<file path="src/hdl/rbr_pkg.sv">
// Package for the rational box resampler: sizes, register map, reset values,
// and the command/status structs shared by controller and datapath.
// No dependencies.
package rbr_pkg;

    // Default structural parameters
    localparam int DEF_MAX_WIDTH  = 4096;
    localparam int DEF_MAX_FACTOR = 16;

    // Fixed field widths
    localparam int CHAN_W       = 8;
    localparam int COL_OUT_W    = 12;
    localparam int CFG_FACTOR_W = 5;
    localparam int CFG_WIDTH_W  = 13;
    localparam int APB_DATA_W   = 32;
    localparam int APB_ADDR_W   = 4;

    // Register map (word index = paddr[3:2])
    typedef logic [1:0] reg_idx_t;
    localparam reg_idx_t REG_UP_FACTOR   = 2'd0;
    localparam reg_idx_t REG_DOWN_FACTOR = 2'd1;
    localparam reg_idx_t REG_LINE_WIDTH  = 2'd2;

    // Register reset values
    localparam logic [CFG_FACTOR_W-1:0] UP_FACTOR_RST   = 5'd1;
    localparam logic [CFG_FACTOR_W-1:0] DOWN_FACTOR_RST = 5'd1;
    localparam logic [CFG_WIDTH_W-1:0]  LINE_WIDTH_RST  = 13'd4096;

    // Input opcodes
    localparam logic OP_ADD   = 1'b0;
    localparam logic OP_CLEAR = 1'b1;

    // Configuration as seen by the datapath
    typedef struct packed {
        logic [CFG_FACTOR_W-1:0] up_factor;
        logic [CFG_FACTOR_W-1:0] down_factor;
        logic [CFG_WIDTH_W-1:0]  line_width;
    } cfg_t;

    // Controller -> datapath
    typedef struct packed {
        logic start;     // latch pixel, load repeat count
        logic clear;     // zero sums, count and column
        logic step;      // one repeat: add pixel into sums
        logic div_run;   // one divider iteration
        logic out_load;  // move quotient into output register
    } cmd_t;

    // Datapath -> controller
    typedef struct packed {
        logic emit;       // this step completes an output pixel
        logic keep;       // column still inside the kept width
        logic step_more;  // repeats remain after this step
        logic div_done;   // divider on its final iteration
        logic out_free;   // output register can take a result
        logic item_more;  // repeats remain for the current item
    } stat_t;

endpackage

</file>
<file path="src/hdl/rbr_stream_if.sv">
// Valid/ready stream interfaces for input pixels and output results.
// Depends on rbr_pkg.
interface rbr_pix_if;
    logic                       valid;
    logic                       ready;
    logic                       opcode;
    logic [rbr_pkg::CHAN_W-1:0] in_red;
    logic [rbr_pkg::CHAN_W-1:0] in_green;
    logic [rbr_pkg::CHAN_W-1:0] in_blue;

    modport source (output valid, opcode, in_red, in_green, in_blue, input ready);
    modport sink   (input valid, opcode, in_red, in_green, in_blue, output ready);
endinterface

interface rbr_res_if;
    logic                          valid;
    logic                          ready;
    logic [rbr_pkg::CHAN_W-1:0]    out_red;
    logic [rbr_pkg::CHAN_W-1:0]    out_green;
    logic [rbr_pkg::CHAN_W-1:0]    out_blue;
    logic [rbr_pkg::COL_OUT_W-1:0] column;
    logic                          last;

    modport source (output valid, out_red, out_green, out_blue, column, last, input ready);
    modport sink   (input valid, out_red, out_green, out_blue, column, last, output ready);
endinterface

</file>
<file path="src/hdl/rational_box_resampler_rgb_top.sv">
// Top level of the rational box resampler: APB register file plus the
// controller and datapath. Depends on rbr_pkg, rbr_stream_if, rbr_ctrl, rbr_datapath.
//
//   port            dir   protocol     transfer
//   pixel_stream    in    valid/ready  opcode + one RGB pixel
//   result_stream   out   valid/ready  averaged RGB pixel, column, last
//   psel..pready    in    APB          register write/read, pready tied high
//
// An add item walks px repeats, px = clamped up_factor; for each of the K kept output
// pixels it forms, the bit-serial divider (one quotient bit per cycle) runs over SW
// bits, SW = sum width (12 at default sizes). A clear item is handled in the idle state.
// Reset (rst_n low, asynchronous) zeroes sums, counters, column and output valid.
// A result waiting in the output register holds the sequencer, and with it the
// input, only once the next result is ready to load; otherwise input items are
// still taken while it waits.
module rational_box_resampler_rgb_top
#(
    parameter int MAX_WIDTH  = rbr_pkg::DEF_MAX_WIDTH,
    parameter int MAX_FACTOR = rbr_pkg::DEF_MAX_FACTOR
)
(
    input  logic                           clk,
    input  logic                           rst_n,
    input  logic                           psel,
    input  logic                           penable,
    input  logic                           pwrite,
    input  logic [rbr_pkg::APB_ADDR_W-1:0] paddr,
    input  logic [rbr_pkg::APB_DATA_W-1:0] pwdata,
    output logic [rbr_pkg::APB_DATA_W-1:0] prdata,
    output logic                           pready,
    rbr_pix_if.sink                        pixel_stream,
    rbr_res_if.source                      result_stream
);

    logic [rbr_pkg::CFG_FACTOR_W-1:0] up_factor_reg;
    logic [rbr_pkg::CFG_FACTOR_W-1:0] down_factor_reg;
    logic [rbr_pkg::CFG_WIDTH_W-1:0]  line_width_reg;
    rbr_pkg::reg_idx_t                reg_idx;
    logic                             cfg_wr;
    rbr_pkg::cfg_t                    cfg;
    rbr_pkg::cmd_t                    cmd;
    rbr_pkg::stat_t                   st;

    assign pready  = 1'b1;
    assign reg_idx = paddr[3:2];
    assign cfg_wr  = psel && penable && pwrite && pready;

    // Register writes
    always_ff @(posedge clk or negedge rst_n)
    begin
        if (!rst_n)
        begin
            up_factor_reg   <= rbr_pkg::UP_FACTOR_RST;
            down_factor_reg <= rbr_pkg::DOWN_FACTOR_RST;
            line_width_reg  <= rbr_pkg::LINE_WIDTH_RST;
        end
        else if (cfg_wr)
        begin
            case (reg_idx)
                rbr_pkg::REG_UP_FACTOR:
                begin
                    up_factor_reg <= pwdata[rbr_pkg::CFG_FACTOR_W-1:0];
                end
                rbr_pkg::REG_DOWN_FACTOR:
                begin
                    down_factor_reg <= pwdata[rbr_pkg::CFG_FACTOR_W-1:0];
                end
                rbr_pkg::REG_LINE_WIDTH:
                begin
                    line_width_reg <= pwdata[rbr_pkg::CFG_WIDTH_W-1:0];
                end
                default:
                begin
                end
            endcase
        end
    end

    // Register reads
    always_comb
    begin
        case (reg_idx)
            rbr_pkg::REG_UP_FACTOR:   prdata = rbr_pkg::APB_DATA_W'(up_factor_reg);
            rbr_pkg::REG_DOWN_FACTOR: prdata = rbr_pkg::APB_DATA_W'(down_factor_reg);
            rbr_pkg::REG_LINE_WIDTH:  prdata = rbr_pkg::APB_DATA_W'(line_width_reg);
            default:                  prdata = '0;
        endcase
    end

    assign cfg.up_factor   = up_factor_reg;
    assign cfg.down_factor = down_factor_reg;
    assign cfg.line_width  = line_width_reg;

    // Sequencer
    rbr_ctrl u_ctrl
    (
        .clk       (clk),
        .rst_n     (rst_n),
        .in_valid  (pixel_stream.valid),
        .in_opcode (pixel_stream.opcode),
        .in_ready  (pixel_stream.ready),
        .st        (st),
        .cmd       (cmd)
    );

    // Sums, divider and output register
    rbr_datapath
    #(
        .MAX_WIDTH  (MAX_WIDTH),
        .MAX_FACTOR (MAX_FACTOR)
    )
    u_datapath
    (
        .clk       (clk),
        .rst_n     (rst_n),
        .cfg       (cfg),
        .cmd       (cmd),
        .st        (st),
        .in_red    (pixel_stream.in_red),
        .in_green  (pixel_stream.in_green),
        .in_blue   (pixel_stream.in_blue),
        .out_valid (result_stream.valid),
        .out_ready (result_stream.ready),
        .out_red   (result_stream.out_red),
        .out_green (result_stream.out_green),
        .out_blue  (result_stream.out_blue),
        .column    (result_stream.column),
        .last      (result_stream.last)
    );

endmodule

</file>
<file path="src/hdl/rbr_ctrl.sv">
// Sequencer for the resampler: walks the repeats of one pixel, runs the
// divider for each kept output pixel and hands results to the output register.
// Depends on rbr_pkg.
module rbr_ctrl
(
    input  logic           clk,
    input  logic           rst_n,
    input  logic           in_valid,
    input  logic           in_opcode,
    output logic           in_ready,
    input  rbr_pkg::stat_t st,
    output rbr_pkg::cmd_t  cmd
);

    typedef enum logic [3:0] {
        S_IDLE = 4'b0001,
        S_STEP = 4'b0010,
        S_DIV  = 4'b0100,
        S_OUT  = 4'b1000
    } state_t;

    state_t state_reg;
    state_t state_next;

    // Next state and commands
    always_comb
    begin
        state_next = state_reg;
        cmd        = '0;
        in_ready   = 1'b0;
        case (state_reg)
            S_IDLE:
            begin
                in_ready = 1'b1;
                if (in_valid)
                begin
                    if (in_opcode == rbr_pkg::OP_CLEAR)
                    begin
                        cmd.clear = 1'b1;
                    end
                    else
                    begin
                        cmd.start  = 1'b1;
                        state_next = S_STEP;
                    end
                end
            end
            S_STEP:
            begin
                cmd.step = 1'b1;
                if (st.emit && st.keep)
                begin
                    state_next = S_DIV;
                end
                else if (!st.step_more)
                begin
                    state_next = S_IDLE;
                end
            end
            S_DIV:
            begin
                cmd.div_run = 1'b1;
                if (st.div_done)
                begin
                    state_next = S_OUT;
                end
            end
            S_OUT:
            begin
                if (st.out_free)
                begin
                    cmd.out_load = 1'b1;
                    state_next   = st.item_more ? S_STEP : S_IDLE;
                end
            end
            default:
            begin
                state_next = S_IDLE;
            end
        endcase
    end

    // State register
    always_ff @(posedge clk or negedge rst_n)
    begin
        if (!rst_n)
        begin
            state_reg <= S_IDLE;
        end
        else
        begin
            state_reg <= state_next;
        end
    end

endmodule

</file>
<file path="src/hdl/rbr_datapath.sv">
// Datapath of the resampler: channel sums, repeat/sample counters, column,
// a bit-serial divider per channel and the output register.
// Depends on rbr_pkg.
module rbr_datapath
#(
    parameter int MAX_WIDTH  = rbr_pkg::DEF_MAX_WIDTH,
    parameter int MAX_FACTOR = rbr_pkg::DEF_MAX_FACTOR
)
(
    input  logic                          clk,
    input  logic                          rst_n,
    input  rbr_pkg::cfg_t                 cfg,
    input  rbr_pkg::cmd_t                 cmd,
    output rbr_pkg::stat_t                st,
    input  logic [rbr_pkg::CHAN_W-1:0]    in_red,
    input  logic [rbr_pkg::CHAN_W-1:0]    in_green,
    input  logic [rbr_pkg::CHAN_W-1:0]    in_blue,
    output logic                          out_valid,
    input  logic                          out_ready,
    output logic [rbr_pkg::CHAN_W-1:0]    out_red,
    output logic [rbr_pkg::CHAN_W-1:0]    out_green,
    output logic [rbr_pkg::CHAN_W-1:0]    out_blue,
    output logic [rbr_pkg::COL_OUT_W-1:0] column,
    output logic                          last
);

    localparam int CHAN_MAX = (1 << rbr_pkg::CHAN_W) - 1;
    localparam int FW   = $clog2(MAX_FACTOR + 1);          // factor 1..MAX_FACTOR
    localparam int CNW  = $clog2(MAX_FACTOR);              // stored count, remainder
    localparam int SW   = $clog2(MAX_FACTOR * CHAN_MAX + 1);
    localparam int COLW = $clog2(MAX_WIDTH + 1);
    localparam int DCW  = $clog2(SW);
    localparam int CLW  = (FW > rbr_pkg::CFG_FACTOR_W) ? FW : rbr_pkg::CFG_FACTOR_W;
    localparam int WLW  = (COLW > rbr_pkg::CFG_WIDTH_W) ? COLW : rbr_pkg::CFG_WIDTH_W;

    // One restoring-division step: shift in the next dividend bit
    function automatic logic [CNW+SW-1:0] div_step(
        input logic [CNW-1:0] rem,
        input logic [SW-1:0]  dq,
        input logic [FW-1:0]  d
    );
        logic [CNW:0] trial;
        logic [CNW:0] diff;
        trial = {rem, dq[SW-1]};
        diff  = trial - (CNW+1)'(d);
        if (trial >= (CNW+1)'(d))
        begin
            return {diff[CNW-1:0], dq[SW-2:0], 1'b1};
        end
        return {trial[CNW-1:0], dq[SW-2:0], 1'b0};
    endfunction

    // Clamped configuration
    logic [CLW-1:0]  up_ext, down_ext, px_wide, qx_wide;
    logic [WLW-1:0]  lw_ext, kw_wide;
    logic [FW-1:0]   px, qx;
    logic [COLW-1:0] kw;

    // State
    logic [rbr_pkg::CHAN_W-1:0] pix_red_reg, pix_green_reg, pix_blue_reg;
    logic [FW-1:0]   step_left_reg;
    logic [SW-1:0]   sum_red_reg, sum_green_reg, sum_blue_reg;
    logic [CNW-1:0]  count_reg;
    logic [COLW-1:0] col_reg;
    logic [CNW-1:0]  rem_red_reg, rem_green_reg, rem_blue_reg;
    logic [SW-1:0]   dq_red_reg, dq_green_reg, dq_blue_reg;
    logic [DCW-1:0]  div_cnt_reg;
    logic [COLW-1:0] col_pend_reg;
    logic            last_pend_reg;
    logic            out_valid_reg;
    logic [rbr_pkg::CHAN_W-1:0]    out_red_reg, out_green_reg, out_blue_reg;
    logic [rbr_pkg::COL_OUT_W-1:0] column_reg;
    logic                          last_reg;

    // Step arithmetic
    logic [SW-1:0]   sum_red_add, sum_green_add, sum_blue_add;
    logic [FW-1:0]   cnt_inc;
    logic [FW-1:0]   steps_after;
    logic [COLW:0]   col_inc;
    logic            next_keep;
    logic            last_now;
    logic            load_div;

    // Factor and width clamping
    always_comb
    begin
        up_ext   = CLW'(cfg.up_factor);
        down_ext = CLW'(cfg.down_factor);
        lw_ext   = WLW'(cfg.line_width);
        if (up_ext == '0)
        begin
            px_wide = CLW'(1);
        end
        else if (up_ext > CLW'(MAX_FACTOR))
        begin
            px_wide = CLW'(MAX_FACTOR);
        end
        else
        begin
            px_wide = up_ext;
        end
        if (down_ext == '0)
        begin
            qx_wide = CLW'(1);
        end
        else if (down_ext > CLW'(MAX_FACTOR))
        begin
            qx_wide = CLW'(MAX_FACTOR);
        end
        else
        begin
            qx_wide = down_ext;
        end
        kw_wide = (lw_ext > WLW'(MAX_WIDTH)) ? WLW'(MAX_WIDTH) : lw_ext;
    end

    assign px = FW'(px_wide);
    assign qx = FW'(qx_wide);
    assign kw = COLW'(kw_wide);

    // Accumulate and look ahead for the last result of this item
    assign sum_red_add   = sum_red_reg + SW'(pix_red_reg);
    assign sum_green_add = sum_green_reg + SW'(pix_green_reg);
    assign sum_blue_add  = sum_blue_reg + SW'(pix_blue_reg);
    assign cnt_inc       = FW'(count_reg) + FW'(1);
    assign steps_after   = step_left_reg - FW'(1);
    assign col_inc       = {1'b0, col_reg} + (COLW+1)'(1);
    assign next_keep     = col_inc < {1'b0, kw};
    assign last_now      = !((steps_after >= qx) && next_keep);

    assign st.emit      = cnt_inc >= qx;
    assign st.keep      = col_reg < kw;
    assign st.step_more = steps_after != '0;
    assign st.div_done  = div_cnt_reg == '0;
    assign st.out_free  = !out_valid_reg || out_ready;
    assign st.item_more = step_left_reg != '0;

    assign load_div = cmd.step && st.emit && st.keep;

    // Control state: counters, sums, column, output valid
    always_ff @(posedge clk or negedge rst_n)
    begin
        if (!rst_n)
        begin
            step_left_reg <= '0;
            sum_red_reg   <= '0;
            sum_green_reg <= '0;
            sum_blue_reg  <= '0;
            count_reg     <= '0;
            col_reg       <= '0;
            div_cnt_reg   <= '0;
            out_valid_reg <= 1'b0;
        end
        else
        begin
            if (cmd.clear)
            begin
                sum_red_reg   <= '0;
                sum_green_reg <= '0;
                sum_blue_reg  <= '0;
                count_reg     <= '0;
                col_reg       <= '0;
            end
            if (cmd.start)
            begin
                step_left_reg <= px;
            end
            if (cmd.step)
            begin
                step_left_reg <= steps_after;
                if (st.emit)
                begin
                    sum_red_reg   <= '0;
                    sum_green_reg <= '0;
                    sum_blue_reg  <= '0;
                    count_reg     <= '0;
                    if (st.keep)
                    begin
                        col_reg <= COLW'(col_inc);
                    end
                end
                else
                begin
                    sum_red_reg   <= sum_red_add;
                    sum_green_reg <= sum_green_add;
                    sum_blue_reg  <= sum_blue_add;
                    count_reg     <= CNW'(cnt_inc);
                end
            end
            // Divider iteration count
            if (load_div)
            begin
                div_cnt_reg <= DCW'(SW - 1);
            end
            else if (cmd.div_run && !st.div_done)
            begin
                div_cnt_reg <= div_cnt_reg - DCW'(1);
            end
            // Output register occupancy
            if (cmd.out_load)
            begin
                out_valid_reg <= 1'b1;
            end
            else if (out_ready)
            begin
                out_valid_reg <= 1'b0;
            end
        end
    end

    // Payload: pixel latch, divider, pending tag, output register
    always_ff @(posedge clk)
    begin
        if (cmd.start)
        begin
            pix_red_reg   <= in_red;
            pix_green_reg <= in_green;
            pix_blue_reg  <= in_blue;
        end
        if (load_div)
        begin
            dq_red_reg    <= sum_red_add;
            dq_green_reg  <= sum_green_add;
            dq_blue_reg   <= sum_blue_add;
            rem_red_reg   <= '0;
            rem_green_reg <= '0;
            rem_blue_reg  <= '0;
            col_pend_reg  <= col_reg;
            last_pend_reg <= last_now;
        end
        else if (cmd.div_run)
        begin
            {rem_red_reg, dq_red_reg}     <= div_step(rem_red_reg, dq_red_reg, qx);
            {rem_green_reg, dq_green_reg} <= div_step(rem_green_reg, dq_green_reg, qx);
            {rem_blue_reg, dq_blue_reg}   <= div_step(rem_blue_reg, dq_blue_reg, qx);
        end
        if (cmd.out_load)
        begin
            out_red_reg   <= dq_red_reg[rbr_pkg::CHAN_W-1:0];
            out_green_reg <= dq_green_reg[rbr_pkg::CHAN_W-1:0];
            out_blue_reg  <= dq_blue_reg[rbr_pkg::CHAN_W-1:0];
            column_reg    <= rbr_pkg::COL_OUT_W'(col_pend_reg);
            last_reg      <= last_pend_reg;
        end
    end

    assign out_valid = out_valid_reg;
    assign out_red   = out_red_reg;
    assign out_green = out_green_reg;
    assign out_blue  = out_blue_reg;
    assign column    = column_reg;
    assign last      = last_reg;

    // Checks
    a_load_when_free: assert property (@(posedge clk) disable iff (!rst_n)
        cmd.out_load |-> (!out_valid_reg || out_ready))
        else $error("result loaded over an untaken result");

    a_count_range: assert property (@(posedge clk) disable iff (!rst_n)
        32'(count_reg) < MAX_FACTOR)
        else $error("sample count out of range");

    a_div_length: assert property (@(posedge clk) disable iff (!rst_n)
        load_div |=> (div_cnt_reg == DCW'(SW - 1)))
        else $error("divider not loaded with full iteration count");

    a_clear_state: assert property (@(posedge clk) disable iff (!rst_n)
        cmd.clear |=> (sum_red_reg == '0 && count_reg == '0 && col_reg == '0))
        else $error("clear left line state behind");

endmodule

</file>
<file path="src/flat_wrapper.sv">
// flat-port wrapper written by rule: the top's interface ports become plain ports
module rational_box_resampler_rgb_top_flat 
#(
    parameter int MAX_WIDTH  = rbr_pkg::DEF_MAX_WIDTH,
    parameter int MAX_FACTOR = rbr_pkg::DEF_MAX_FACTOR
)
  (clk, rst_n, psel, penable, pwrite, paddr, pwdata, prdata, pready, pixel_stream_valid, pixel_stream_opcode, pixel_stream_in_red, pixel_stream_in_green, pixel_stream_in_blue, pixel_stream_ready, result_stream_valid, result_stream_out_red, result_stream_out_green, result_stream_out_blue, result_stream_column, result_stream_last, result_stream_ready);
  rbr_pix_if pixel_stream_i ();
  rbr_res_if result_stream_i ();
  input  logic clk;
  input  logic rst_n;
  input  logic psel;
  input  logic penable;
  input  logic pwrite;
  input  logic [rbr_pkg::APB_ADDR_W-1:0] paddr;
  input  logic [rbr_pkg::APB_DATA_W-1:0] pwdata;
  output logic [rbr_pkg::APB_DATA_W-1:0] prdata;
  output logic pready;
  input wire logic [$bits(pixel_stream_i.valid)-1:0] pixel_stream_valid;
  input wire logic [$bits(pixel_stream_i.opcode)-1:0] pixel_stream_opcode;
  input wire logic [$bits(pixel_stream_i.in_red)-1:0] pixel_stream_in_red;
  input wire logic [$bits(pixel_stream_i.in_green)-1:0] pixel_stream_in_green;
  input wire logic [$bits(pixel_stream_i.in_blue)-1:0] pixel_stream_in_blue;
  output wire logic [$bits(pixel_stream_i.ready)-1:0] pixel_stream_ready;
  output wire logic [$bits(result_stream_i.valid)-1:0] result_stream_valid;
  output wire logic [$bits(result_stream_i.out_red)-1:0] result_stream_out_red;
  output wire logic [$bits(result_stream_i.out_green)-1:0] result_stream_out_green;
  output wire logic [$bits(result_stream_i.out_blue)-1:0] result_stream_out_blue;
  output wire logic [$bits(result_stream_i.column)-1:0] result_stream_column;
  output wire logic [$bits(result_stream_i.last)-1:0] result_stream_last;
  input wire logic [$bits(result_stream_i.ready)-1:0] result_stream_ready;
  assign pixel_stream_i.valid = pixel_stream_valid;
  assign pixel_stream_i.opcode = pixel_stream_opcode;
  assign pixel_stream_i.in_red = pixel_stream_in_red;
  assign pixel_stream_i.in_green = pixel_stream_in_green;
  assign pixel_stream_i.in_blue = pixel_stream_in_blue;
  assign pixel_stream_ready = pixel_stream_i.ready;
  assign result_stream_valid = result_stream_i.valid;
  assign result_stream_out_red = result_stream_i.out_red;
  assign result_stream_out_green = result_stream_i.out_green;
  assign result_stream_out_blue = result_stream_i.out_blue;
  assign result_stream_column = result_stream_i.column;
  assign result_stream_last = result_stream_i.last;
  assign result_stream_i.ready = result_stream_ready;
  rational_box_resampler_rgb_top #(.MAX_WIDTH(MAX_WIDTH), .MAX_FACTOR(MAX_FACTOR)) u_core (.clk(clk), .rst_n(rst_n), .psel(psel), .penable(penable), .pwrite(pwrite), .paddr(paddr), .pwdata(pwdata), .prdata(prdata), .pready(pready), .pixel_stream(pixel_stream_i), .result_stream(result_stream_i));
endmodule
</file>
<file path="config.mk">
export PLATFORM = sky130hd
export DESIGN_NAME = rational_box_resampler_rgb_top_flat
export DESIGN_NICKNAME = d
export VERILOG_FILES = /design/src/hdl/rbr_pkg.sv /design/src/hdl/rbr_stream_if.sv /design/src/hdl/rational_box_resampler_rgb_top.sv /design/src/hdl/rbr_ctrl.sv /design/src/hdl/rbr_datapath.sv /design/src/flat_wrapper.sv
export SDC_FILE = /design/constraint.sdc
export NUM_CORES = 1
export LEC_CHECK = 0
export ABC_AREA = 1
export BUFFER_PORTS_ARGS = -buffer_cell sky130_fd_sc_hd__buf_2
export CAP_MARGIN = 20
export CORE_ASPECT_RATIO = 0.75
export CORE_UTILIZATION = 39
export DETAILED_ROUTE_END_ITERATION = 12
export SLEW_MARGIN = 0
export SYNTH_ARGS = -nofsm -noshare
export SYNTH_HDL_FRONTEND = slang
export SYNTH_HIERARCHICAL = 1
export SYNTH_SLANG_ARGS = --single-unit
</file>
<file path="constraint.sdc">
create_clock -name clk -period 3.3 [get_ports clk]
set_input_delay 0.165 -clock clk [delete_from_list [all_inputs] [get_ports clk]]
set_output_delay 0.165 -clock clk [all_outputs]
set_load 0.01 [all_outputs]
</file>
Word level (Yosys, flattened, before mapping)
Cells that the tools add are included.
Operators by class
  $add $sub $neg: 10
  multiply operators: 0
  div/mod/pow operators: 0
  magnitude comparators: 10
  eq/ne operators: 11
  shift-type cells: 0
  mux-type cells: 64
  bitwise gates (word level): 0
  reduce and logical (&&, ||, !) cells: 26
Operators by type and width (count)
  two-way mux 12 bit: 13
  two-way mux 16 bit: 6
  two-way mux 13 bit: 5
  two-way mux 4 bit: 11
  one-hot mux 13 bit (3 select lines): 1
  adder 12 x 8 -> 12 bit: 3
  two-way mux 5 bit: 6
  greater-or-equal comparator 5 bit: 5
  two-way mux 1 bit: 18
  one-hot mux 4 bit (4 select lines): 1
  adder 13 x 1 -> 14 bit (second input constant): 1
  < comparator 14 x 13 -> 1 bit: 1
  greater-than comparator 13 bit (second input constant): 1
  < comparator 13 bit: 1
  subtractor 4 bit: 3
  greater-than comparator 5 bit (second input constant): 2
  zero test 5 bit: 2
  nonzero test 2 bit: 5
  nonzero test 5 bit: 2
  logical AND 1 bit: 7
  two-way mux 2 bit: 3
  inequality test 2 bit (second input constant): 3
  AND reduction 2 bit: 3
  adder 4 x 1 -> 5 bit (second input constant): 1
  15 further kinds: 17
Storage, ports and cells
  flip-flop bits (word level): 212
  latch bits: 0
  RAM bits: 0
  ROM bits: 0
  bits of input ports: 68
  memories: 0

Longest topological paths before layout
Gate-level depths: netlist of the first run.
  depth in word-level cells: 10
  gate-level depth with buffers: 22

By module
The synthesis of the first run kept the hierarchy.
By module, submodules not included
  rbr_datapath: times used 1, cells an instance 1253, area each 10550.1 µm², seq. area each 5119.9 µm²
  rational_box_resampler_rgb_top: times used 1, cells an instance 170, area each 1261.2 µm², seq. area each 579.3 µm²
  rbr_ctrl: times used 1, cells an instance 61, area each 355.3 µm², seq. area each 101.3 µm²

Least setup slack after synthesis of the first run
OpenSTA, ideal clock, no wires.
  path kind: register to register
  start: register u_core/line_width_reg[8] (netlist name)
  end: register u_core.u_datapath.dq_blue_reg[0] (enable)
  library setup time: 0.394 ns
  arrival: 2.862 ns
  path slack: 0.045 ns
  cell stages (with the launch flop): 14
  clock period less this slack: 3.255 ns
  cell sequence: dfrtp_1 -> nor4_1 -> and2_1 -> nand3_1 -> nand2_1 -> nand2_1 -> ha_1 -> a21oi_1 -> o21ai_0 -> nor2_1 -> nand2_1 -> nor2_8 -> inv_1 -> nand2_1
On the way
  longest elaborated chain between the ends: 5
RTL lines
  start: declaration: line rational_box_resampler_rgb_top.sv:37  | logic [rbr_pkg::CFG_WIDTH_W-1:0] line_width_reg;
  start signal: assignment: line rational_box_resampler_rgb_top.sv:55  | line_width_reg <= rbr_pkg::LINE_WIDTH_RST;
  start signal: assignment: line rational_box_resampler_rgb_top.sv:70  | line_width_reg <= pwdata[rbr_pkg::CFG_WIDTH_W-1:0];
  greater-than comparator 13 bit: line rbr_datapath.sv:114  | kw_wide = (lw_ext > WLW'(MAX_WIDTH)) ? WLW'(MAX_WIDTH) : lw_ext;
  two-way mux 13 bit *: line rbr_datapath.sv:114
  < comparator 13 bit *: line rbr_datapath.sv:132  | assign st.keep = col_reg < kw;
  logical AND 1 bit *: line rbr_datapath.sv:138  | assign load_div = cmd.step && st.emit && st.keep;
  nonzero test 2 bit (no line) *
  end signal: assignment: line rbr_datapath.sv:224  | dq_blue_reg <= sum_blue_add;
  end signal: assignment: line rbr_datapath.sv:235  | {rem_blue_reg, dq_blue_reg} <= div_step(rem_blue_reg, dq_blue_reg, qx);
  end: declaration: line rbr_datapath.sv:66  | logic [SW-1:0] dq_red_reg, dq_green_reg, dq_blue_reg;
Mark *: on every way between the ends. The rest lies on a longest branch, timed or not.
A chain may end at the register's enable or synchronous reset.

Worst setup path in the final report of the first run
  start: register u_core/line_width_reg[8] (netlist name)
  end: register u_core.u_datapath.dq_green_reg[1] (enable)
On the way
  longest elaborated chain between the ends: 5
RTL lines
  greater-than comparator 13 bit: line rbr_datapath.sv:114
  two-way mux 13 bit *: line rbr_datapath.sv:114
  < comparator 13 bit *: line rbr_datapath.sv:132
  logical AND 1 bit *: line rbr_datapath.sv:138
  nonzero test 2 bit (no line) *
  end signal: assignment: line rbr_datapath.sv:223  | dq_green_reg <= sum_green_add;
  end signal: assignment: line rbr_datapath.sv:234  | {rem_green_reg, dq_green_reg} <= div_step(rem_green_reg, dq_green_reg, qx);
  end: declaration: line rbr_datapath.sv:66
Marked as above.

==> metrics.md, run 1 <==
| Metric | Value |
|---|---|
| Pint | `6785 uW` |
| Die area | `31,910 um2` |
| Synth top cells by count | `546 x nand2_1, 179 x inv_1, 110 x edfxtp_1` |
| Register area share after synthesis | `0.4768` |
| Setup ws final | `about 0.35 ns` |
| Core area | `30,420 um2` |
| H-tree levels | `1` |
| Startpoint Class | `register` |
| Initial Util | `0.4000` |
| WL/cell | `14.14 um` |
| DRC | `0` |
| Min cycle time layout | `around 3.0 ns` |
| RSZ-0062 raised after global routing | `false` |
| Yosys reg bits | `approximately 210` |
| Top-area cell type share of the netlist area | `0.2715` |
| Final setup vio count | `0` |
| Flop pwr share | `0.346` |
| Initial antenna violation count | `0` |
| Clock Sinks | `212` |
| Longest Clk Path Bufs | `3` |
| Run status | `finished clean` |
| Vias per inst | `4.832` |
| Leak | `approximately 0.007 uW` |
| P per Cell Area | `821.4 nW/um2` |
| Worst slack, placed | `0.1515 ns` |
| Synth top area cells | `edfxtp_1 27%, dfrtp_1 18%, nand2_1 17%` |
| Worst reg2reg path startpoint | `u_core/line_width_reg[8]` |
| CP Launch Point | `u_core/line_width_reg[8]` |
| Slew @ Worst Pin | `about 0.95 ns` |
| Met1 WL | `15.15 mm` |
| Max Used Layer | `met4` |
| Vias in the first global route | `9,261` |
| Met2 wire len | `11.88 mm` |
| Switch Pwr | `4930 uW` |
| CTS tree | `done` |
| WP data arrival | `3.19 ns` |
| Max frequency | `0.3386 GHz` |
| Largest net degree at the start of global routing | `55` |
| CP required | `3.54 ns` |
| Final wirelength | `29.01 mm` |
| Fill cell count | `roughly 3,000` |
| EDFF count, synth | `110` |
| Hold_sp | `pixel_stream_opcode` |
| Overall Global Routing Usage | `0.1860` |
| Final hold vios | `0` |
| Post-synthesis async set-or-reset flop share | `0.4245` |
| Logic pwr share | `0.439` |
| Diodes inserted | `0` |
| Register area | `5801 um2` |
| Area occupied by multi-input gates | `5463 um2` |
| Unique masters post-synth | `41` |
| Crit. End Element | `register` |
| HP Class | `in -> reg` |
| Max-cap violations | `0` |
| Post-Syn Area | `12,170 um2` |
| Crit path kind | `reg -> reg` |
| Pre-Repair DR Iteration Count | `7` |
| Peak supply drop | `0.3811 mV` |
| Final period util | `0.8950` |
| Slew HR | `0.3663` |
| Worst-path fanout max | `18` |
| Clk pwr share | `0.215` |
| Layout area overhead | `17.23%` |
| Biggest area consumer among synthesized cells | `edfxtp_1` |
| Post-DP HPWL | `~21 mm` |
| Final antenna-violating net count | `0` |
| DRT iter0 DRCs | `656` |
| Root Buffer | `clkbuf_16` |
| Most common cell in the synthesized netlist | `nand2_1` |
| Clk pin slew, worst setup/hold paths | `~0.06 ns` |
| Row count | `between 50 and 60` |
| Synth Instances | `1,484` |
| Net count reported at finish | `about 1,800` |
| Met3 wire length | `1.492 mm` |
| Avg Inst Size Synth | `8.199 um2` |
| Prevailing post-synth register cell | `edfxtp_1` |
| Switching share of power | `0.4208` |
| Synth warn | `6` |
| Chip Width | `between 200 and 250 um` |
| Fraction of layout cells with a size suffix above 1 | `0.1126` |
| Worst Skew | `approximately 0.013 ns` |
| First-pass GRT wire length | `47.54 mm` |
| CTS buffer count | `24` |
| Pwr Total | `~12,000 uW` |
| Die Y | `155.0 um` |
| GP Congestion | `0.8714` |
| Total negative slack | `0 ns` |
| Vias | `9,911` |
| I/O Buffers | `a little under 100` |
| I/O Pins | `140` |
| Insertion delay to the later sink of the worst-skew pair | `0.53 ns` |
| GR Overflow Total | `0` |
| Fin. max-slew vios | `0` |
-- worst paths after layout --
| kind | slack, ns | cells past startpoint | endpoint |
|---|---|---|---|
| setup / recovery | 0.35 | 16 | u_core/u_datapath/dq_green_reg[1] |
| hold / removal | 0.02 | 5 | u_core/u_ctrl/state_reg[0] |
| setup reg to reg | 0.35 | 16 | u_core/u_datapath/dq_green_reg[1] |
| hold reg to reg | 0.42 | 0 | u_core/u_datapath/column[10] |
| max in group asynchronous | 2.37 | 3 | u_core/down_factor_reg[0] |
| min in group asynchronous | 0.16 | 2 | u_core/u_datapath/out_valid |
-- cell families after synthesis --
kind of cell / share of synthesized area
compound gates: 0.05543
xor+xnor: 0.02376
fa+ha+maj: 0.09214
buf+inv: 0.08217
flops: 0.4768
mux: 0.0008227
other cells: 0.0006173
simple gates: 0.2683
-- power groups by stage --
stage                     Sequential (uW)  Clock, uW  Combinational (uW)
after global routing                 4130       2710                5850
after floorplan                      3930          0                3730
final                                4050       2520                5140
after global placement               4080          0                4900
after detailed placement             4090          0                5010
after CTS                            4050       2600                5080
-- layout make-up --
type | instances | area share
sequential | 212 | 0.4067
multi-input combinational | 1057 | 0.3830
tap | 399 | 0.03500
clock buffer | 31 | 0.04544
inverter | 185 | 0.04886
clock inverter | 11 | 0.005878
timing repair buffer | 156 | 0.07509
-- placed cells by master (no fill, tap or decap), types with 4 or more instances in the layout --
| cell type | count |
|---|---|
| a21oi_1 | 36 |
| buf_2 | 97 |
| buf_4 | 16 |
| clkbuf_1 | 6 |
| clkbuf_16 | 26 |
| clkinv_2 | 6 |
| conb_1 | 20 |
| dfrtp_1 | 86 |
| dfstp_2 | 4 |
| dfxtp_1 | 12 |
| dlygate4sd3_1 | 40 |
| edfxtp_1 | 110 |
| fa_1 | 6 |
| ha_1 | 80 |
| inv_1 | 179 |
| inv_2 | 5 |
| nand2_1 | 544 |
| nand2_2 | 12 |
| nand3_1 | 77 |
| nand3b_1 | 4 |
| nand4_1 | 33 |
| nor2_1 | 94 |
| nor2_2 | 4 |
| nor2_4 | 5 |
| nor3_1 | 9 |
| o21ai_0 | 78 |
| xnor2_1 | 5 |
| xor2_1 | 28 |
-- metal layers --
metal / track usage / up-vias
li1: - / 5045
met1: 0.2916 / 4599
met2: 0.2662 / 226
met3: 0.02974 / 41
met4: 0.03922 / 0
met5: 0 / -
-- worst max-delay path, stage by stage (launching register included) --
cell and delay [ns]:
dfrtp_1 0.42, nor4_1 0.26, and2_1 0.16, nand3_1 0.08, nand2_2 0.13, nand2_1 0.11, ha_1 0.32, nand2_1 0.09
nand2_1 0.05, nand2_1 0.05, a21oi_1 0.05, nor2_1 0.11, nand2_2 0.16, nor2_8 0.14, inv_1 0.10, nand2_1 0.18
clkbuf_16 0.24
-- per-stage QoR --
stage          hold WS (ns)  cells  instance area, um2  utilization
3_3_place_gp         0.2038   1968               13100       0.4306
2_1_floorplan       -0.1306   1502               12230            -
3_5_place_dp         0.2033   1968               13100       0.4306
4_1_cts            0.003707   2050               14230       0.4678
5_1_grt             0.01151   2051               14260       0.4689
6_report            0.02175   2051               14260       0.4689
-- repair_timing --
action	in CTS	in global routing
buffers inserted	0	0
hold buffers	40	0
endpoints found under the hold margin	85	0
resized for setup	0	3
endpoints found under the setup margin	0	80
No activity file was read; power rests on OpenSTA's default activity.
==> run 2: changes to the inputs <==
- clock period: 3.3 -> 3.6 ns (I/O delays scaled with it)
==> metrics.md, run 2 (synthesis gave the netlist of run 1 again) <==
| Metric | Value |
|---|---|
| Run status | `finished clean` |
| Post-DP HPWL | `21.22 mm (+0.56%)` |
| Net count reported at finish | `1,791 (+0.056%)` |
| Max-cap violations | `0 (unchanged)` |
| H-tree levels | `1 (unchanged)` |
| Die Y | `155.0 um (unchanged)` |
| Clock Sinks | `212 (unchanged)` |
| WL/cell | `14.39 um (+1.7%)` |
| Longest Clk Path Bufs | `3 (unchanged)` |
| CP required | `3.99 ns (+0.45 ns)` |
| CTS tree | `done` |
| Die area | `31,910 um2 (unchanged)` |
| Pre-Repair DR Iteration Count | `5 (-2)` |
| Vias per inst | `4.810 (-0.47%)` |
| HP Class | `in -> reg` |
| Overall Global Routing Usage | `0.1905 (+0.004429)` |
| Vias in the first global route | `9,403 (+1.5%)` |
| Layout area overhead | `17.98%` |
| Peak supply drop | `0.4384 mV (+15%)` |
| RSZ-0062 raised after global routing | `false` |
| I/O Pins | `140 (unchanged)` |
| Fin. max-slew vios | `0 (unchanged)` |
| Hold Slack | `0.06766 ns (+0.04591 ns)` |
| GP Congestion | `0.8735 (+0.24%)` |
| Diodes inserted | `0 (unchanged)` |
| P per Cell Area | `765.5 nW/um2 (-6.8%)` |
| CTS buffer count | `24 (unchanged)` |
| Final wirelength | `29.55 mm (+1.9%)` |
| Startpoint Class | `register` |
| Max frequency | `0.3103 GHz (-8.3%)` |
| WP data arrival | `3.61 ns (+0.42 ns)` |
| Initial antenna violation count | `0 (unchanged)` |
| Post-cts sizing count | `0 (unchanged)` |
| Core area | `30,420 um2 (unchanged)` |
| Row count | `55 (unchanged)` |
| I/O Buffers | `98 (unchanged)` |
| Commonest cells after routing, fill and taps aside | `546 x nand2_1, 179 x inv_1, 110 x edfxtp_1` |
| Largest net degree at the start of global routing | `74 (+35%)` |
| Insertion delay to the later sink of the worst-skew pair | `0.52 ns (about the same)` |
| Worst-path fanout max | `44 (+26)` |
| GR Overflow Total | `0 (unchanged)` |
| Crit. End Element | `register` |
| Fraction of layout cells with a size suffix above 1 | `0.1142 (+0.001609)` |
| Final period util | `0.8952 (about the same)` |
| Worst Skew | `0.01174 ns (-0.001560 ns)` |
| Final antenna-violating net count | `0 (unchanged)` |
| Vias | `9,879 (-0.32%)` |
| Crit path kind | `reg -> reg` |
| Initial Util | `0.4000 (unchanged)` |
| Leak | `0.007101 uW (+0.64%)` |
| Slew HR | `0.3665 (about the same)` |
| Root Buffer | `clkbuf_16` |
| Final hold vios | `0 (unchanged)` |
| Commonest non-fill, non-tap cell in the layout | `nand2_1` |
| First-pass GRT wire length | `48.53 mm (+2.1%)` |
| Chip Width | `206.0 um (unchanged)` |
| Slew @ Worst Pin | `0.9480 ns (-0.0003528 ns)` |
| Final setup vio count | `0 (unchanged)` |
| Clk pin slew, worst setup/hold paths | `0.06 ns (about the same)` |
| Total negative slack | `0 ns (unchanged)` |
| DRT iter0 DRCs | `623 (-5.0%)` |
| Hold buffer count at cts | `41 (+2.5%)` |
| DRC | `0 (unchanged)` |
| Setup bufs post-CTS | `0 (unchanged)` |
| Min cycle time layout | `3.223 ns (+0.2691 ns)` |
[run 2: stage by stage]
stage	instances	worst slack [ns]	utilization	cell area, um2	power [uW]
after floorplan	1502	0.3447	-	12230	7024
after global placement	1969	0.3916	0.4308	13100	8260
after detailed placement	1969	0.3691	0.4308	13100	8386
after CTS	2054	0.3525	0.4719	14350	11060
after global routing	2054	0.03054	0.4719	14350	11900
final	2054	0.3774	0.4719	14350	10990
[run 2: area by class of cell]
type	instances	area (um2)
Fill cell	2962	16060
Multi-Input combinational cell	1057	5454
Inverter	185	696.9
Tap cell	399	499.2
Clock buffer	31	688.2
Sequential cell	212	5801
Timing Repair Buffer	157	1064
Clock inverter	13	151.4
[run 2: path summary, 6_finish.rpt]
check / start / endpoint / slack [ns] / cells after the start
worst max register to register: u_core/line_width_reg[8] / u_core/u_datapath/dq_blue_reg[5] / 0.38 / 15
min in group asynchronous: rst_n / u_core/u_datapath/out_valid / 0.23 / 2
worst min register to register: u_core/u_datapath/col_pend_reg[6] / u_core/u_datapath/column[6] / 0.41 / 0
worst min-delay path: paddr[2] / u_core/down_factor_reg[0] / 0.07 / 5
max in group asynchronous: rst_n / u_core/down_factor_reg[0] / 2.49 / 3
worst max-delay path: u_core/line_width_reg[8] / u_core/u_datapath/dq_blue_reg[5] / 0.38 / 15
[run 2: critical path, stage by stage (launching register included)]
cell and delay [ns]:
dfrtp_1 0.41, nor4_1 0.28, and2_1 0.16, nand3_1 0.06
nand2_1 0.19, nand2_1 0.14, ha_1 0.32, nand2_1 0.05
inv_1 0.07, nand3_1 0.08, nor2_1 0.12, nand2_1 0.06
nand2_1 0.39, buf_4 0.51, o21ai_0 0.14, nand2_1 0.09
[run 2: metal layers]
metal | global-route usage | part of all wire
met1 | 0.2923 | 0.52
met2 | 0.2840 | 0.42
met3 | 0.02597 | 0.044
met4 | 0.03887 | 0.016
met5 | 0 | 0
[run 2: power breakdown]
group          internal [uW]  switching, uW  total, uW
Sequential              3290            430       3720
Combinational           1550           3130       4680
Clock                   1570           1020       2580
Total                   6410           4580      11000
==> run 3: changes to the inputs <==
- clock period: 3.6 -> 3.1 ns (I/O delays scaled with it)
==> metrics.md, run 3 (synthesis gave the netlist of run 1 again) <==
| Metric | Value |
|---|---|
| Run status | `finished clean` |
| Initial Util | `0.4000 (unchanged)` |
| Largest net degree at the start of global routing | `60 (-19%)` |
| Fraction of layout cells with a size suffix above 1 | `0.1278 (+0.01358)` |
| Clock Sinks | `212 (unchanged)` |
| Commonest cells after routing, fill and taps aside | `540 x nand2_1, 179 x inv_1, 110 x edfxtp_1` |
| Fill cell count | `2,950 (-0.41%)` |
| P per Cell Area | `884.4 nW/um2 (+16%)` |
| Pre-Repair DR Iteration Count | `5 (unchanged)` |
| Initial antenna violation count | `0 (unchanged)` |
| Overall Global Routing Usage | `0.1900 (-0.0004445)` |
| Max-cap violations | `0 (unchanged)` |
| Leak | `0.007172 uW (+1.0%)` |
| Insertion delay to the later sink of the worst-skew pair | `0.53 ns (about the same)` |
| Root Buffer | `clkbuf_16` |
| Diodes inserted | `0 (unchanged)` |
| Slew @ Worst Pin | `1.002 ns (+0.05375 ns)` |
| CP required | `3.34 ns (-0.65 ns)` |
| Total negative slack | `0 ns (unchanged)` |
| Startpoint Class | `register` |
| Final antenna-violating net count | `0 (unchanged)` |
| Layout area overhead | `19.46%` |
| Final wirelength | `29.70 mm (+0.52%)` |
| Min cycle time layout | `2.895 ns (-0.3272 ns)` |
| Max frequency | `0.3454 GHz (+11%)` |
| Post-DP HPWL | `21.08 mm (-0.68%)` |
| Final setup vio count | `0 (unchanged)` |
| Hold_sp | `paddr[2]` |
| H-tree levels | `1 (unchanged)` |
| Vias per inst | `4.850 (+0.84%)` |
| Placed cell areas | `13,190 um2 (+0.67%)` |
| DRC | `0 (unchanged)` |
| Worst reg2reg path startpoint | `u_core/line_width_reg[10]` |
| Final Util | `0.4778 (+0.005923)` |
| First-pass GRT wire length | `48.67 mm (+0.30%)` |
| Clk pin slew, worst setup/hold paths | `0.06 ns (about the same)` |
| Worst Skew | `0.01263 ns (+0.0008867 ns)` |
| Chip Width | `206.0 um (unchanged)` |
| Area occupied by multi-input gates | `5502 um2 (+0.87%)` |
| Register area | `5801 um2 (unchanged)` |
| Die area | `31,910 um2 (unchanged)` |
| Commonest non-fill, non-tap cell in the layout | `nand2_1` |
| Final hold vios | `0 (unchanged)` |
| Core area | `30,420 um2 (unchanged)` |
| WP data arrival | `3.14 ns (-0.47 ns)` |
| Vias in the first global route | `9,609 (+2.2%)` |
| Worst-path fanout max | `8 (-82%)` |
| HP Class | `in -> reg` |
| Fin. max-slew vios | `0 (unchanged)` |
| CP Launch Point | `u_core/line_width_reg[10]` |
| CTS tree | `done` |
| GP Congestion | `0.8875 (+1.6%)` |
| Slew HR | `0.3306 (-0.03592)` |
| RSZ-0062 raised after global routing | `false` |
| Crit path kind | `reg -> reg` |
| Peak supply drop | `0.5405 mV (+23%)` |
| WL/cell | `14.38 um (about the same)` |
| Die Y | `155.0 um (unchanged)` |
| Longest Clk Path Bufs | `3 (unchanged)` |
| Crit. End Element | `register` |
| I/O Pins | `140 (unchanged)` |
| GR Overflow Total | `0 (unchanged)` |
| Cell area after layout | `14,530 um2 (+1.3%)` |
| DRT iter0 DRCs | `713 (+14%)` |
| Row count | `55 (unchanged)` |
| CTS buffer count | `24 (unchanged)` |
| Net count reported at finish | `1,804 (+0.73%)` |
| I/O Buffers | `98 (unchanged)` |
| Final period util | `0.9340 (+0.03883)` |
| Vias | `10,020 (+1.4%)` |
==> run 3: changes by cell type in the layout (fill, tap and decap cells not counted), sizes merged <==
cell,change
clkbuf,+1
clkinv,-2
bufinv,-1
clkinvlp,+2
buf,+11
inv,+1
==> run 3: path summary, 6_finish.rpt <==
check | end | slack, ns | depth (start not counted)
setup / recovery | u_core/u_datapath/dq_red_reg[6] | 0.20 | 14
hold / removal | u_core/down_factor_reg[0] | 0.05 | 5
setup reg to reg | u_core/u_datapath/dq_red_reg[6] | 0.20 | 14
hold reg to reg | u_core/u_datapath/column[3] | 0.42 | 0
max in group asynchronous | u_core/u_datapath/sum_green_reg[7] | 1.99 | 3
min in group asynchronous | u_core/u_datapath/out_valid | 0.26 | 2
==> run 3: cell type report <==
cell class                 count  area share
multi-input combinational   1057      0.3785
inverter                     185     0.04795
clock inverter                13    0.008867
sequential                   212      0.3991
timing repair buffer         170     0.08480
clock buffer                  30     0.04640
tap                          399     0.03435
==> run 3: worst max-delay path, stage by stage (launching register included) <==
cell	delay, ns
dfrtp_1	0.39
nor4_2	0.27
and2_1	0.16
nand3_1	0.07
nand2_2	0.16
nand2_1	0.12
ha_1	0.30
a21oi_1	0.13
o21ai_0	0.12
nor2_2	0.16
nand2_4	0.12
nor2_8	0.14
inv_1	0.10
nand2_4	0.17
clkbuf_16	0.19
==> run 3: per-layer routing <==
layer / up-vias / part of all wire / track usage
met3: 27 / 0.049 / 0.03016
met1: 4687 / 0.51 / 0.2864
met2: 219 / 0.43 / 0.2873
met5: - / 0 / 0
li1: 5087 / - / -
met4: 0 / 0.011 / 0.03606
==> run 3: per-stage QoR <==
stage / setup WS, ns / cells / power [uW] / hold WS (ns)
final: 0.2046 / 2066 / 12850 / 0.04600
after global routing: 0.04227 / 2066 / 13940 / 0.05391
after CTS: 0.02054 / 2061 / 12760 / 0.008896
after detailed placement: 0.03934 / 1977 / 9778 / 0.3169
after global placement: 0.08116 / 1977 / 9632 / 0.3205
after floorplan: 0.1832 / 1502 / 8156 / -0.1406
==> run 3: where the power goes <==
group | internal (uW) | switching, uW
Combinational | 1960 | 3700
Sequential | 3820 | 494
Clock | 1710 | 1160
==> run 3: timing repair <==
item / in CTS / in global routing
gates resized for setup: 0 / 14
buffers inserted: 0 / 2
hold buffers: 41 / 0
hold endpoints to repair: 103 / 0
endpoints found under the setup margin: 0 / 102
